File: config.mk
export PLATFORM = sky130hd
export DESIGN_NAME = windowed_adc_min_max_mean_flat
export DESIGN_NICKNAME = d
export VERILOG_FILES = /design/src/rtl/wamm_pkg.sv /design/src/rtl/wamm_tick_if.sv /design/src/rtl/wamm_report_if.sv /design/src/rtl/windowed_adc_min_max_mean.sv /design/src/rtl/wamm_div.sv /design/src/flat_wrapper.sv
export SDC_FILE = /design/constraint.sdc
export NUM_CORES = 1
export LEC_CHECK = 0
export ABC_AREA = 1
export ABC_CLOCK_PERIOD_IN_PS = 6800
export BUFFER_PORTS_ARGS = -buffer_cell sky130_fd_sc_hd__buf_2
export CAP_MARGIN = 20
export CORE_AREA = 2 2 269 205
export CTS_CLUSTER_DIAMETER = 40
export DETAILED_ROUTE_END_ITERATION = 12
export DIE_AREA = 0 0 271 207
export HOLD_SLACK_MARGIN = 0.08
export SYNTH_ARGS = -nofsm -noshare
export SYNTH_HDL_FRONTEND = slang
export SYNTH_HIERARCHICAL = 1
export SYNTH_SLANG_ARGS = --single-unit
export TNS_END_PERCENT = 30
File: constraint.sdc
create_clock -name clk -period 6.8 [get_ports clk]
set_input_delay 1.36 -clock clk [delete_from_list [all_inputs] [get_ports clk]]
set_output_delay 1.36 -clock clk [all_outputs]
set_load 0.005 [all_outputs]
File: src/rtl/wamm_pkg.sv
package wamm_pkg;

  // Widths of the sample path, the window counter, the running sum and the divider.
  localparam int SAMPLE_BITS   = 10;
  localparam int COUNT_BITS    = 16;
  localparam int SUM_BITS      = SAMPLE_BITS + COUNT_BITS;
  localparam int FRAC_BITS     = 8;
  localparam int DIVIDEND_BITS = SUM_BITS + FRAC_BITS;
  localparam int DIV_CNT_BITS  = $clog2(DIVIDEND_BITS + 1);

  // Fixed field widths of the register file and of a result beat.
  localparam int REG_BITS      = 16;
  localparam int CHANNEL_BITS  = 4;
  localparam int INDEX_BITS    = 2;
  localparam int MEAN_BITS     = 18;
  localparam int TICK_BITS     = 32;

  typedef enum logic [INDEX_BITS-1:0] {
    REG_SAMPLE_INTERVAL = 2'd0,
    REG_WAIT_INTERVAL   = 2'd1,
    REG_SAMPLE_SIZE     = 2'd2,
    REG_ADC_CHANNEL     = 2'd3
  } reg_index_t;

  typedef enum logic [1:0] {
    ST_IDLE,
    ST_CALC,
    ST_DIV,
    ST_EMIT
  } state_t;

  typedef struct packed {
    logic                    start_conversion;
    logic [CHANNEL_BITS-1:0] request_channel;
    logic                    window_done;
    logic [MEAN_BITS-1:0]    mean_value;
    logic [SAMPLE_BITS-1:0]  min_value;
    logic [SAMPLE_BITS-1:0]  max_value;
    logic [TICK_BITS-1:0]    window_duration;
  } result_t;

endpackage

File: src/rtl/wamm_tick_if.sv
interface wamm_tick_if;
  logic                             valid;
  logic                             ready;
  logic                             adc_busy;
  logic [wamm_pkg::SAMPLE_BITS-1:0] adc_value;

  modport source(output valid, adc_busy, adc_value, input ready);
  modport sink(input valid, adc_busy, adc_value, output ready);
endinterface

File: src/rtl/wamm_report_if.sv
interface wamm_report_if;
  logic                              valid;
  logic                              ready;
  logic                              start_conversion;
  logic [wamm_pkg::CHANNEL_BITS-1:0] request_channel;
  logic                              window_done;
  logic [wamm_pkg::MEAN_BITS-1:0]    mean_value;
  logic [wamm_pkg::SAMPLE_BITS-1:0]  min_value;
  logic [wamm_pkg::SAMPLE_BITS-1:0]  max_value;
  logic [wamm_pkg::TICK_BITS-1:0]    window_duration;

  modport source(output valid, start_conversion, request_channel, window_done, mean_value,
                 min_value, max_value, window_duration, input ready);
  modport sink(input valid, start_conversion, request_channel, window_done, mean_value,
               min_value, max_value, window_duration, output ready);
endinterface

File: src/rtl/windowed_adc_min_max_mean.sv
// Sequence: an accepted tick passes through the CALC and EMIT states before its result beat
//   is loaded; a tick that closes a window also passes through DIV, where the mean is found.
// A new tick is taken only once the sequencer is back in IDLE, and EMIT holds while the sink
//   stalls; the bit-serial divider works one quotient bit per cycle over 34 dividend bits.
// Reset (rst, synchronous, active high) clears the sequencer, the window state and the
//   output register and loads the registers with their defaults (sample_size is 1).
module windowed_adc_min_max_mean (
  input  logic                              clk,
  input  logic                              rst,
  wamm_tick_if.sink                         tick,
  wamm_report_if.source                     report,
  input  logic                              cfg_we,
  input  logic [wamm_pkg::INDEX_BITS-1:0]   cfg_index,
  input  logic [wamm_pkg::REG_BITS-1:0]     cfg_data
);

  localparam logic [wamm_pkg::COUNT_BITS-1:0] COUNT_MAX = '1;
  localparam logic [wamm_pkg::SUM_BITS-1:0]   SUM_MAX   = '1;

  // Configuration registers.
  logic [wamm_pkg::REG_BITS-1:0]     sample_interval;
  logic [wamm_pkg::REG_BITS-1:0]     wait_interval;
  logic [wamm_pkg::REG_BITS-1:0]     sample_size;
  logic [wamm_pkg::CHANNEL_BITS-1:0] adc_channel;

  // Window state.
  logic                              sampling_mode;
  logic [wamm_pkg::TICK_BITS-1:0]    ticks_since_sample;
  logic [wamm_pkg::TICK_BITS-1:0]    window_ticks;
  logic [wamm_pkg::COUNT_BITS-1:0]   sample_count;
  logic [wamm_pkg::SUM_BITS-1:0]     running_sum;
  logic [wamm_pkg::SAMPLE_BITS-1:0]  running_min;
  logic [wamm_pkg::SAMPLE_BITS-1:0]  running_max;

  // The accepted tick is held here while the sequencer works on it.
  logic                              busy_q;
  logic [wamm_pkg::SAMPLE_BITS-1:0]  value_q;

  wamm_pkg::state_t  state, state_next;
  wamm_pkg::result_t pend, pend_calc, res_q;
  // Handshake between the sequencer and the divider.
  logic                              div_start;
  logic                              div_done;
  logic [wamm_pkg::MEAN_BITS-1:0]    div_mean;
  logic                              out_valid;
  logic                              load_out;

  // Update logic for one tick, evaluated in the CALC state.
  logic [wamm_pkg::TICK_BITS-1:0]    tss_inc, wt_inc;
  logic [wamm_pkg::REG_BITS-1:0]     interval;
  logic                              fire, start_req, take, win_done;
  logic [wamm_pkg::SUM_BITS:0]       sum_add;
  logic [wamm_pkg::SUM_BITS-1:0]     sum_sat;
  logic [wamm_pkg::COUNT_BITS-1:0]   count_inc;
  logic [wamm_pkg::SAMPLE_BITS-1:0]  min_new, max_new;

  always_comb begin
    tss_inc  = ticks_since_sample + 1'b1;
    wt_inc   = window_ticks + 1'b1;
    // While waiting, the interval is never shorter than the sample interval.
    if (sampling_mode) begin
      interval = sample_interval;
    end else begin
      interval = (wait_interval < sample_interval) ? sample_interval : wait_interval;
    end
    fire      = tss_inc > wamm_pkg::TICK_BITS'(interval);
    start_req = fire && !sampling_mode;
    take      = fire && sampling_mode && !busy_q;

    sum_add   = {1'b0, running_sum} + (wamm_pkg::SUM_BITS + 1)'(value_q);
    sum_sat   = sum_add[wamm_pkg::SUM_BITS] ? SUM_MAX : sum_add[wamm_pkg::SUM_BITS-1:0];
    count_inc = (sample_count == COUNT_MAX) ? sample_count : sample_count + 1'b1;

    // The first sample of a window seeds both extremes.
    if (sample_count == '0) begin
      min_new = value_q;
      max_new = value_q;
    end else begin
      min_new = (value_q < running_min) ? value_q : running_min;
      max_new = (value_q > running_max) ? value_q : running_max;
    end

    win_done = take && (sample_size != '0)
               && (wamm_pkg::REG_BITS'(count_inc) >= sample_size);

    pend_calc                  = '0;
    pend_calc.start_conversion = start_req;
    pend_calc.request_channel  = start_req ? adc_channel : '0;
    pend_calc.window_done      = win_done;
    pend_calc.min_value        = win_done ? min_new : '0;
    pend_calc.max_value        = win_done ? max_new : '0;
    pend_calc.window_duration  = win_done ? wt_inc : '0;
  end

  // Sequencer.
  always_ff @(posedge clk) begin
    if (rst) begin
      state <= wamm_pkg::ST_IDLE;
    end else begin
      state <= state_next;
    end
  end

  always_comb begin
    state_next = state;
    tick.ready = 1'b0;
    div_start  = 1'b0;
    load_out   = 1'b0;
    case (state)
      wamm_pkg::ST_IDLE: begin
        tick.ready = 1'b1;
        if (tick.valid) begin
          state_next = wamm_pkg::ST_CALC;
        end
      end
      wamm_pkg::ST_CALC: begin
        if (win_done) begin
          div_start  = 1'b1;
          state_next = wamm_pkg::ST_DIV;
        end else begin
          state_next = wamm_pkg::ST_EMIT;
        end
      end
      wamm_pkg::ST_DIV: begin
        if (div_done) begin
          state_next = wamm_pkg::ST_EMIT;
        end
      end
      wamm_pkg::ST_EMIT: begin
        // Wait here only while the previous beat is still unclaimed.
        if (!out_valid || report.ready) begin
          load_out   = 1'b1;
          state_next = wamm_pkg::ST_IDLE;
        end
      end
      default: begin
        state_next = wamm_pkg::ST_IDLE;
      end
    endcase
  end

  // Configuration writes.
  always_ff @(posedge clk) begin
    if (rst) begin
      sample_interval <= '0;
      wait_interval   <= '0;
      sample_size     <= wamm_pkg::REG_BITS'(1);
      adc_channel     <= '0;
    end else if (cfg_we) begin
      case (wamm_pkg::reg_index_t'(cfg_index))
        wamm_pkg::REG_SAMPLE_INTERVAL: sample_interval <= cfg_data;
        wamm_pkg::REG_WAIT_INTERVAL:   wait_interval   <= cfg_data;
        wamm_pkg::REG_SAMPLE_SIZE:     sample_size     <= cfg_data;
        wamm_pkg::REG_ADC_CHANNEL:     adc_channel     <= cfg_data[wamm_pkg::CHANNEL_BITS-1:0];
        default: begin
        end
      endcase
    end
  end

  // Window state is committed once per tick, in the CALC state. A finished window
  // returns to waiting with the sum and count cleared; the extremes are kept.
  always_ff @(posedge clk) begin
    if (rst) begin
      sampling_mode      <= 1'b0;
      ticks_since_sample <= '0;
      window_ticks       <= '0;
      sample_count       <= '0;
      running_sum        <= '0;
      running_min        <= '0;
      running_max        <= '0;
    end else if (state == wamm_pkg::ST_CALC) begin
      ticks_since_sample <= take ? '0 : tss_inc;
      window_ticks       <= start_req ? '0 : wt_inc;
      if (start_req) begin
        sampling_mode <= 1'b1;
      end else if (win_done) begin
        sampling_mode <= 1'b0;
      end
      if (take) begin
        running_min  <= min_new;
        running_max  <= max_new;
        sample_count <= win_done ? '0 : count_inc;
        running_sum  <= win_done ? '0 : sum_sat;
      end
    end
  end

  // Tick capture and the staged result beat.
  always_ff @(posedge clk) begin
    if (tick.valid && tick.ready) begin
      busy_q  <= tick.adc_busy;
      value_q <= tick.adc_value;
    end
    if (state == wamm_pkg::ST_CALC) begin
      pend <= pend_calc;
    end else if (state == wamm_pkg::ST_DIV && div_done) begin
      pend.mean_value <= div_mean;
    end
  end

  // The mean is (sum << 8) / count, worked out bit-serially.
  wamm_div u_div (
    .clk      (clk),
    .rst      (rst),
    .start    (div_start),
    .dividend ({sum_sat, wamm_pkg::FRAC_BITS'(0)}),
    .divisor  (count_inc),
    .done     (div_done),
    .mean     (div_mean)
  );

  // Output register: the next tick is taken while this beat waits for the sink.
  always_ff @(posedge clk) begin
    if (rst) begin
      out_valid <= 1'b0;
    end else if (load_out) begin
      out_valid <= 1'b1;
    end else if (report.ready) begin
      out_valid <= 1'b0;
    end
  end

  always_ff @(posedge clk) begin
    if (load_out) begin
      res_q <= pend;
    end
  end

  assign report.valid            = out_valid;
  assign report.start_conversion = res_q.start_conversion;
  assign report.request_channel  = res_q.request_channel;
  assign report.window_done      = res_q.window_done;
  assign report.mean_value       = res_q.mean_value;
  assign report.min_value        = res_q.min_value;
  assign report.max_value        = res_q.max_value;
  assign report.window_duration  = res_q.window_duration;

  // The divider only ever finishes while the sequencer waits for it.
  a_div_done_in_div: assert property (@(posedge clk) disable iff (rst)
    div_done |-> state == wamm_pkg::ST_DIV)
    else $error("divider finished outside the divide state");

  // A pending beat is never dropped: the sequencer holds while the sink stalls.
  a_emit_holds: assert property (@(posedge clk) disable iff (rst)
    state == wamm_pkg::ST_EMIT && out_valid && !report.ready |=> state == wamm_pkg::ST_EMIT)
    else $error("result beat would overwrite an unclaimed beat");

  // Window fields are zero on a beat that does not close a window.
  a_idle_fields: assert property (@(posedge clk) disable iff (rst)
    report.valid && !report.window_done |->
      report.mean_value == '0 && report.min_value == '0 && report.max_value == '0
      && report.window_duration == '0)
    else $error("window fields set without a finished window");

  // A conversion request never comes with a finished window on the same beat.
  a_start_excl: assert property (@(posedge clk) disable iff (rst)
    report.valid && report.start_conversion |-> !report.window_done)
    else $error("conversion request and window completion on one beat");

endmodule

File: src/rtl/wamm_div.sv
// Restoring divider, one quotient bit per cycle, with the quotient
// saturated to the mean field on the way out.
module wamm_div (
  input  logic                                clk,
  input  logic                                rst,
  input  logic                                start,
  input  logic [wamm_pkg::DIVIDEND_BITS-1:0]  dividend,
  input  logic [wamm_pkg::COUNT_BITS-1:0]     divisor,
  output logic                                done,
  output logic [wamm_pkg::MEAN_BITS-1:0]      mean
);

  logic                                active;
  logic [wamm_pkg::DIV_CNT_BITS-1:0]   cnt;
  logic [wamm_pkg::DIVIDEND_BITS-1:0]  quo;
  logic [wamm_pkg::COUNT_BITS-1:0]     rem;
  logic [wamm_pkg::COUNT_BITS-1:0]     dvs;
  logic [wamm_pkg::COUNT_BITS:0]       rem_shift;
  logic [wamm_pkg::COUNT_BITS:0]       diff;
  logic                                q_bit;

  always_comb begin
    rem_shift = {rem, quo[wamm_pkg::DIVIDEND_BITS-1]};
    diff      = rem_shift - {1'b0, dvs};
    q_bit     = ~diff[wamm_pkg::COUNT_BITS];
  end

  always_ff @(posedge clk) begin
    if (rst) begin
      active <= 1'b0;
      done   <= 1'b0;
      cnt    <= '0;
    end else begin
      done <= 1'b0;
      if (start) begin
        active <= 1'b1;
        cnt    <= wamm_pkg::DIV_CNT_BITS'(wamm_pkg::DIVIDEND_BITS);
      end else if (active) begin
        cnt <= cnt - 1'b1;
        if (cnt == wamm_pkg::DIV_CNT_BITS'(1)) begin
          active <= 1'b0;
          done   <= 1'b1;
        end
      end
    end
  end

  always_ff @(posedge clk) begin
    if (start) begin
      quo <= dividend;
      rem <= '0;
      dvs <= divisor;
    end else if (active) begin
      quo <= {quo[wamm_pkg::DIVIDEND_BITS-2:0], q_bit};
      rem <= q_bit ? diff[wamm_pkg::COUNT_BITS-1:0] : rem_shift[wamm_pkg::COUNT_BITS-1:0];
    end
  end

  // Anything above the mean field saturates to all ones.
  assign mean = (|quo[wamm_pkg::DIVIDEND_BITS-1:wamm_pkg::MEAN_BITS]) ? '1
                : quo[wamm_pkg::MEAN_BITS-1:0];

endmodule

File: src/flat_wrapper.sv
// flat-port wrapper written by rule: the top's interface ports become plain ports
module windowed_adc_min_max_mean_flat 
  (clk, rst, cfg_we, cfg_index, cfg_data, tick_valid, tick_adc_busy, tick_adc_value, tick_ready, report_valid, report_start_conversion, report_request_channel, report_window_done, report_mean_value, report_min_value, report_max_value, report_window_duration, report_ready);
  wamm_tick_if tick_i ();
  wamm_report_if report_i ();
  input  logic clk;
  input  logic rst;
  input  logic cfg_we;
  input  logic [wamm_pkg::INDEX_BITS-1:0] cfg_index;
  input  logic [wamm_pkg::REG_BITS-1:0] cfg_data;
  input wire logic [$bits(tick_i.valid)-1:0] tick_valid;
  input wire logic [$bits(tick_i.adc_busy)-1:0] tick_adc_busy;
  input wire logic [$bits(tick_i.adc_value)-1:0] tick_adc_value;
  output wire logic [$bits(tick_i.ready)-1:0] tick_ready;
  output wire logic [$bits(report_i.valid)-1:0] report_valid;
  output wire logic [$bits(report_i.start_conversion)-1:0] report_start_conversion;
  output wire logic [$bits(report_i.request_channel)-1:0] report_request_channel;
  output wire logic [$bits(report_i.window_done)-1:0] report_window_done;
  output wire logic [$bits(report_i.mean_value)-1:0] report_mean_value;
  output wire logic [$bits(report_i.min_value)-1:0] report_min_value;
  output wire logic [$bits(report_i.max_value)-1:0] report_max_value;
  output wire logic [$bits(report_i.window_duration)-1:0] report_window_duration;
  input wire logic [$bits(report_i.ready)-1:0] report_ready;
  assign tick_i.valid = tick_valid;
  assign tick_i.adc_busy = tick_adc_busy;
  assign tick_i.adc_value = tick_adc_value;
  assign tick_ready = tick_i.ready;
  assign report_valid = report_i.valid;
  assign report_start_conversion = report_i.start_conversion;
  assign report_request_channel = report_i.request_channel;
  assign report_window_done = report_i.window_done;
  assign report_mean_value = report_i.mean_value;
  assign report_min_value = report_i.min_value;
  assign report_max_value = report_i.max_value;
  assign report_window_duration = report_i.window_duration;
  assign report_i.ready = report_ready;
  windowed_adc_min_max_mean u_core (.clk(clk), .rst(rst), .tick(tick_i), .report(report_i), .cfg_we(cfg_we), .cfg_index(cfg_index), .cfg_data(cfg_data));
endmodule
==> results of run 1 <==
cells by family (layout without fill, tap and decap cells):
kind of cell / Yosys count / after routing
AO/OA/AOI/OAI: 408 / 408
XOR/XNOR: 64 / 64
adder cells (fa/ha/maj): 104 / 104
buffers and inverters: 434 / 573
flip-flops: 419 / 419
other: 1 / 8
AND/OR/NAND/NOR: 1209 / 1209
state kept, by name, summed over array words and instances, names as in the netlist, 2 cells and up:
register                       cells
u_core/pend                       76
u_core/state                       2
u_core/ticks_since_sample         32
u_core/running_sum                26
u_core/sample_interval            16
u_core/adc_channel                 4
u_core/window_ticks               32
u_core/running_min                10
u_core/u_div/quo                  34
u_core/sample_count               16
u_core/report.min_value           10
u_core/sample_size                16
u_core/report.max_value           10
u_core/u_div/cnt                   6
u_core/u_div/dvs                  16
u_core/wait_interval              16
u_core/u_div/rem                  16
u_core/report.window_duration     32
u_core/value_q                    10
u_core/report.request_channel      4
u_core/running_max                10
u_core/report.mean_value          18
path summary, 6_finish.rpt:
path / slack (ns) / cells after the start / startpoint / end
worst max register to register: 1.45 / 22 / u_core/sample_count[0]$_SDFFE_PP0P_ / u_core/u_div/rem[14]$_SDFFE_PP0P_
worst min register to register: 0.42 / 0 / u_core/pend[36]$_SDFFCE_PP0P_ / u_core/report.max_value[4]$_DFFE_PP_
worst min-delay path: 0.42 / 0 / u_core/pend[36]$_SDFFCE_PP0P_ / u_core/report.max_value[4]$_DFFE_PP_
worst max-delay path: 1.45 / 22 / u_core/sample_count[0]$_SDFFE_PP0P_ / u_core/u_div/rem[14]$_SDFFE_PP0P_
layout make-up:
class	instances	area, sq um
sequential	419	10300
clock buffer	59	1420
tap	722	903
inverter	350	1310
clock inverter	43	548
multi-input combinational	1793	9210
fill	5236	29200
timing repair buffer	121	651
placed cells by master, fill, tap and decap left out, drive strengths merged, types with 2 or more instances in the layout:
cell      n
fa        2
ha      102
dfxtp   224
nand2   636
o21a      3
nor2    270
a22oi     2
nor3b     3
o21bai    2
o21ai   204
inv     365
clkinv   21
o211ai    5
o22ai     2
nand3b    5
and2     20
and3      3
o31ai     2
a211oi    3
nand3   177
nor3     34
clkbuf   59
edfxtp  195
bufinv    6
or2      12
buf     121
a21boi    2
nor4     13
nand4    35
conb      8
xor2     44
a21oi   180
xnor2    20
metal layers:
metal  vias up  global-route usage [%]  share of wire, %
li1       8844                       -                 -
met1      8073                    28.0                51
met2       476                    27.1                41
met3        80                    3.01               6.1
met4         0                    4.97               2.1
met5         -                       0                 0
through the flow:
| step | utilization, % | cells |
|---|---|---|
| floorplan | - | 2646 |
| global placement | 41.8 | 3404 |
| detailed placement | 41.8 | 3404 |
| CTS | 45.4 | 3506 |
| global route | 45.5 | 3507 |
| finish | 45.5 | 3507 |
worst max-delay path, delay by kind of cell (launching register included):
family / cells / cell delay (ns)
fa+ha+maj: 2 / 0.59
simple gates: 12 / 2.53
flops: 1 / 0.43
buf+inv: 3 / 0.62
compound gates: 5 / 1.06
report_power, final:
group / switching, mW / total [mW] / internal [mW] / leakage, nW
registers: 0.0907 / 2.99 / 2.90 / 3.64
logic: 0.616 / 0.845 / 0.229 / 5.28
clock network: 1.24 / 3.05 / 1.81 / 0.961
total: 1.95 / 6.89 / 4.94 / 9.88
==> flow_summary.toml, run 1 <==
[status]
status = "finished, final reports clean"

[floorplan]
coreArea_sq_mm = 0.0536
start_util_pct = 39.5
dieArea_sq_mm = 0.0561
io_pins = 112
die_height_um = 207
num_rows = 74
fp.dieW_um = 271

[final_layout]
fin_nets = 2878
syn2layout_area_growth_pct = 15.1
drive_gt1_share_pct = 9.44
antenna_cells = 0
stdcell_area_sq_mm = 0.0244

[yosys]
synth_area_per_cell_sq_um = 8.03
muxShareOfSynthArea_pct = 0
synth_seq_cells = 419
synth_most_common_cell = "nand2_1"
syn-cell-area_sq_mm = 0.0212
synth_cells = 2639
synth_fa_ha_area_share_pct = 6.21
synth_compound_area_share_pct = 9.93
yosysTopAreaCell = "edfxtp_1"
ys_seq_area_share_pct = 48.8
synthSimpleGateAreaFrac_pct = 24.4
synth_top_family_by_area = "simple AND/OR/NAND/NOR gates"
yosys-top-cells-area = "edfxtp_1 (28%), dfxtp_1 (21%), nand2_1 (11%)"
synth_xor_area_share_pct = 2.65
yosys_most_used_dff = "dfxtp_1"
synth_top_area_share_pct = 27.6
synth-async-reset-ratio_pct = 0
synth-edff-count = 195
yosysUniqueCellTypes = 50
yosys_warnings = 6
synth_common_cells = "nand2_1 (626), inv_1 (345), nor2_1 (257)"

[cts]
ctsHtreeMaxLevel = 2
cts_buffers = 55
clockBufferDepth = 3
cts-root-buf = "clkbuf_16"
cts_setup_buffers = 0
cts_sinks = 419
cts_tree = "yes"
clkTransAtPathRegs_ns = 0.07
post_cts_resized = 0
hold_buffers = 0
worstSkewPairLatency_ns = 0.60

[sta]
rsz0062_at_grt = "false"
fin_skew_ns = 0.0174
slew-limit-headroom_pct = 31.0
period_needed_ns = 5.35
setup_viol = 0
final.setup.tns_ns = 0
whs_ns = 0.416
fmaxAchievable_ghz = 0.187
layout_setup_ws_ns = 1.45
worstMarginPinSlew_ns = 1.03
fin_crit_sh_pct = 78.7
finalMaxSlewViolations = 0
hold_viol = 0

[route]
drc = 0
wl_um = 52200
firstDrtPassIters = 5
drt_iter0_markers = 1433
routed_via_density = 4.98
wl_per_cell_um = 14.9
dr_total_vias = 17500
ant_nets = 0

[power_and_ir_drop]
powerDensity_mw_per_mm2 = 283
vdd_drop_max_v = 0.000208
leakage_nw = 9.88
fin_total_pwr_mw = 6.89

[placement]
portBuffers = 111
gp_congestion = 0.905
dp_hpwl_um = 36800
place_area_sq_mm = 0.0224
pre_cts_slack_ns = 1.48

[grt]
grt_use_total_pct = 18.5
first_global_vias = 16200
grt_max_degree = 86
grt_pass1_wl_um = 85200
antenna_found_initial = 1
grt_overflow = 0

[setup_path]
critPathKind = "reg -> reg"
cp-end-kind = "flip-flop"
cp.required_ns = 7.32
cp-start-kind = "flip-flop"
crit_arrival_ns = 5.87
path_cells = "ha_1 -> nand3_1 -> nor2_1 -> nand3_1 -> nor2_1 -> nand3_1 -> o21ai_0 -> ha_1 -> a21oi_1 -> o21ai_0 -> nand2_1 -> o211ai_1 -> nand2_1 -> nand3_1 -> nand2_1 -> inv_1 -> nand4_1 -> inv_2 -> buf_4 -> nor2_2 -> nand2_1 -> o21ai_0"
critical-path-max-stage-delay_ns = 0.73
cp_slowest_cell = "nor2_2"
cp_max_fo = 85

[min_path]
hp-class = "reg -> reg"

[job]
max_cap_violations = 0
Power figures use the tool's default switching activity.
==> inputs of run 2 (changes only) <==
- ABC_AREA: 1 -> 0
- ABC_CLOCK_PERIOD_IN_PS: 6800 -> 5180
- CORE_AREA: 2 2 269 205 -> 2 2 267 203
- DIE_AREA: 0 0 271 207 -> 0 0 269 205
- clock period: 6.8 -> 5.18 ns (I/O delays scaled with it)
==> flow_summary.toml, run 2 <==
[status]
status = "finished, final reports clean"

[yosys]
yosys_warnings = 6
synth_xor_area_share_pct = 3.41
synth_top_family_by_area = "simple AND/OR/NAND/NOR gates"
synth_cells = 2129
yosys_most_used_dff = "dfxtp_1"
yosysTopAreaCell = "edfxtp_1"
muxShareOfSynthArea_pct = 4.98
synthSimpleGateAreaFrac_pct = 17.9
synth_top_area_share_pct = 28.1
synth_common_cells = "nand2_1 (256), dfxtp_1 (224), nor2_1 (211)"
synth_seq_cells = 419
synth_compound_area_share_pct = 13.7
ys_seq_area_share_pct = 49.7
yosys-top-cells-area = "edfxtp_1 (28%), dfxtp_1 (22%), ha_1 (6.1%)"
syn-cell-area_sq_mm = 0.0208
synth_fa_ha_area_share_pct = 6.32
yosysUniqueCellTypes = 84
synth-edff-count = 195
synth_area_per_cell_sq_um = 9.78
synth_most_common_cell = "nand2_1"
synth-async-reset-ratio_pct = 0

[setup_path]
crit_start = "u_core/sample_interval[1]$_SDFFE_PP0P_"
critPathKind = "reg -> reg"
crit_cells = 22
cp_max_fo = 11
cp.required_ns = 5.52
cp_slowest_cell = "or4_4"
rr_worst_depth = 22
endpoint = "u_core/u_div/quo[28]$_DFFE_PP_"
cp_top_family = "compound AO/OA/AOI/OAI gates"
crit_path_frequent_cell = "a21o_1"
cp-start-kind = "flip-flop"
r2r-end = "u_core/u_div/quo[28]$_DFFE_PP_"
crit_arrival_ns = 5.29
crit_buf_inv = 3
rrSetupSlack_ns = 0.22
rr_startpoint = "u_core/sample_interval[1]$_SDFFE_PP0P_"
cp-end-kind = "flip-flop"
path_cells = "inv_2 -> ha_4 -> a21o_1 -> a21o_1 -> a21o_1 -> a21o_1 -> a2111oi_4 -> o31ai_2 -> a21oi_2 -> buf_6 -> mux2i_2 -> ha_1 -> a21oi_1 -> o21ai_1 -> a221oi_2 -> or2_4 -> o211ai_4 -> or4_4 -> nand3_4 -> nor2_4 -> clkbuf_16 -> mux2_2"
critical-path-max-stage-delay_ns = 0.58

[cts]
cts-root-buf = "clkbuf_16"
clockBufferDepth = 3
cts_sinks = 419
clkTransAtPathRegs_ns = 0.06
worstSkewPairLatency_ns = 0.59
cts_tree = "yes"
ctsHtreeMaxLevel = 2
cts_buffers = 48

[grt]
grt_use_total_pct = 17.7
grt_max_degree = 89
first_global_vias = 14800
antenna_found_initial = 1
grt_pass1_wl_um = 78700
grt_overflow = 0

[sta]
worstMarginPinSlew_ns = 1.05
final.setup.tns_ns = 0
fin_crit_sh_pct = 95.7
period_needed_ns = 4.96
fin_skew_ns = 0.0255
fmaxAchievable_ghz = 0.202
hold_viol = 0
slew-limit-headroom_pct = 30.0
finalMaxSlewViolations = 0
setup_viol = 0

[power_and_ir_drop]
vdd_drop_max_v = 0.000229
powerDensity_mw_per_mm2 = 395
leakage_nw = 9.21
fin_total_pwr_mw = 9.57

[final_layout]
fillers = 4900
final_common_cell = "nand2_1"
largest_reg_flops = 76
layout_common_cells = "nand2_1 (256), dfxtp_1 (222), nor2_1 (208)"
syn2layout_area_growth_pct = 16.5
drive_gt1_share_pct = 16.7
fin_nets = 2376
antenna_cells = 0
largest_registers = "u_core/pend: 76 flops, u_core/u_div/quo: 34 flops"
largest-register = "u_core/pend"
instances_no_fill = 2990

[floorplan]
fp.dieW_um = 269
coreArea_sq_mm = 0.0525
dieArea_sq_mm = 0.0551
num_rows = 73
io_pins = 112
die_height_um = 205
start_util_pct = 39.6

[placement]
dp_hpwl_um = 34000
gp_congestion = 0.818
place_inst = 2883
portBuffers = 111

[job]
max_cap_violations = 0

[route]
dr_total_vias = 15800
routed_via_density = 5.28
drc = 0
wl_um = 50200
wl_per_cell_um = 16.8
ant_nets = 0
drt_iter0_markers = 1186
firstDrtPassIters = 8

[min_path]
hp-class = "reg -> reg"
run 2: cell count changes after synthesis, sizes merged, moves of 21 or more:
cell    before  now
xnor2       20   48
a22oi        2   23
nand3      177   57
inv        347  103
and3         3   34
o21ai      204   64
clkbuf      51   82
nand2      636  258
a22o         0   31
a21o         0   29
mux2         0   49
nor2       270  211
mux2i        0   48
run 2: logic make-up (layout without fill, tap and decap cells):
logic type,after synthesis,after routing
adders and majority gates,104,104
buffers and inverters,213,354
other,1,8
and+or+nand+nor,780,781
muxes,97,97
AOI/OAI and AO/OA,434,434
xor gates and xnor gates,81,81
DFF,419,419
run 2: where the power goes:
| group | internal [mW] | switching, mW | leakage [nW] | total, mW |
|---|---|---|---|---|
| clock | 1.93 | 1.43 | 0.760 | 3.37 |
| sequential | 3.90 | 0.219 | 3.60 | 4.12 |
| combinational | 0.780 | 1.31 | 4.85 | 2.09 |
run 2: per-layer routing:
layer | share of wire [%] | GRT usage, % | up-vias
li1 | - | - | 7800
met4 | 2.1 | 5.02 | 0
met5 | 0 | 0 | -
met2 | 41 | 25.8 | 397
met1 | 51 | 26.3 | 7524
met3 | 5.8 | 3.63 | 78
run 2: final cells by class:
cell class              count  area [sq um]  share of cell area [%]
clock buffers              58          1270                    5.24
clock inverters            32           308                    1.27
inverters                 103           390                    1.61
multi-input cells        1505          9850                    40.6
flip-flops and latches    419         10300                    42.6
well taps                 712           891                    3.67
repair buffers            161          1210                    5.00
run 2: worst min path at each step:
stage                                  startpoint                                     endpoint  cells after the start
finish              u_core/pend[35]$_SDFFCE_PP0P_         u_core/report.max_value[3]$_DFFE_PP_                      0
global route        u_core/pend[43]$_SDFFCE_PP0P_         u_core/report.min_value[1]$_DFFE_PP_                      0
CTS                 u_core/pend[35]$_SDFFCE_PP0P_         u_core/report.max_value[3]$_DFFE_PP_                      0
detailed placement  u_core/pend[35]$_SDFFCE_PP0P_         u_core/report.max_value[3]$_DFFE_PP_                      0
global placement    u_core/pend[12]$_SDFFCE_PP0P_  u_core/report.window_duration[12]$_DFFE_PP_                      0
floorplan           u_core/pend[32]$_SDFFCE_PP0P_         u_core/report.max_value[0]$_DFFE_PP_                      0
run 2: repair_timing:
action | 4_1_cts | 5_1_grt
buffers inserted | 0 | 7
cloned | 0 | 7
resized for setup | 1 | 21
pin swaps | 0 | 6
hold buffers | 0 | 0
setup endpoints to repair | 3 | 203
run 2: stage by stage:
stage	util [%]	area, sq um	setup slack [ns]	hold WS (ns)
global placement	42.4	22300	0.0328	0.405
finish	46.2	24300	0.223	0.417
global route	46.2	24300	-0.000130	0.424
floorplan	-	21000	-0.612	0.400
CTS	45.4	23900	0.0291	0.418
detailed placement	42.4	22300	-0.0215	0.405
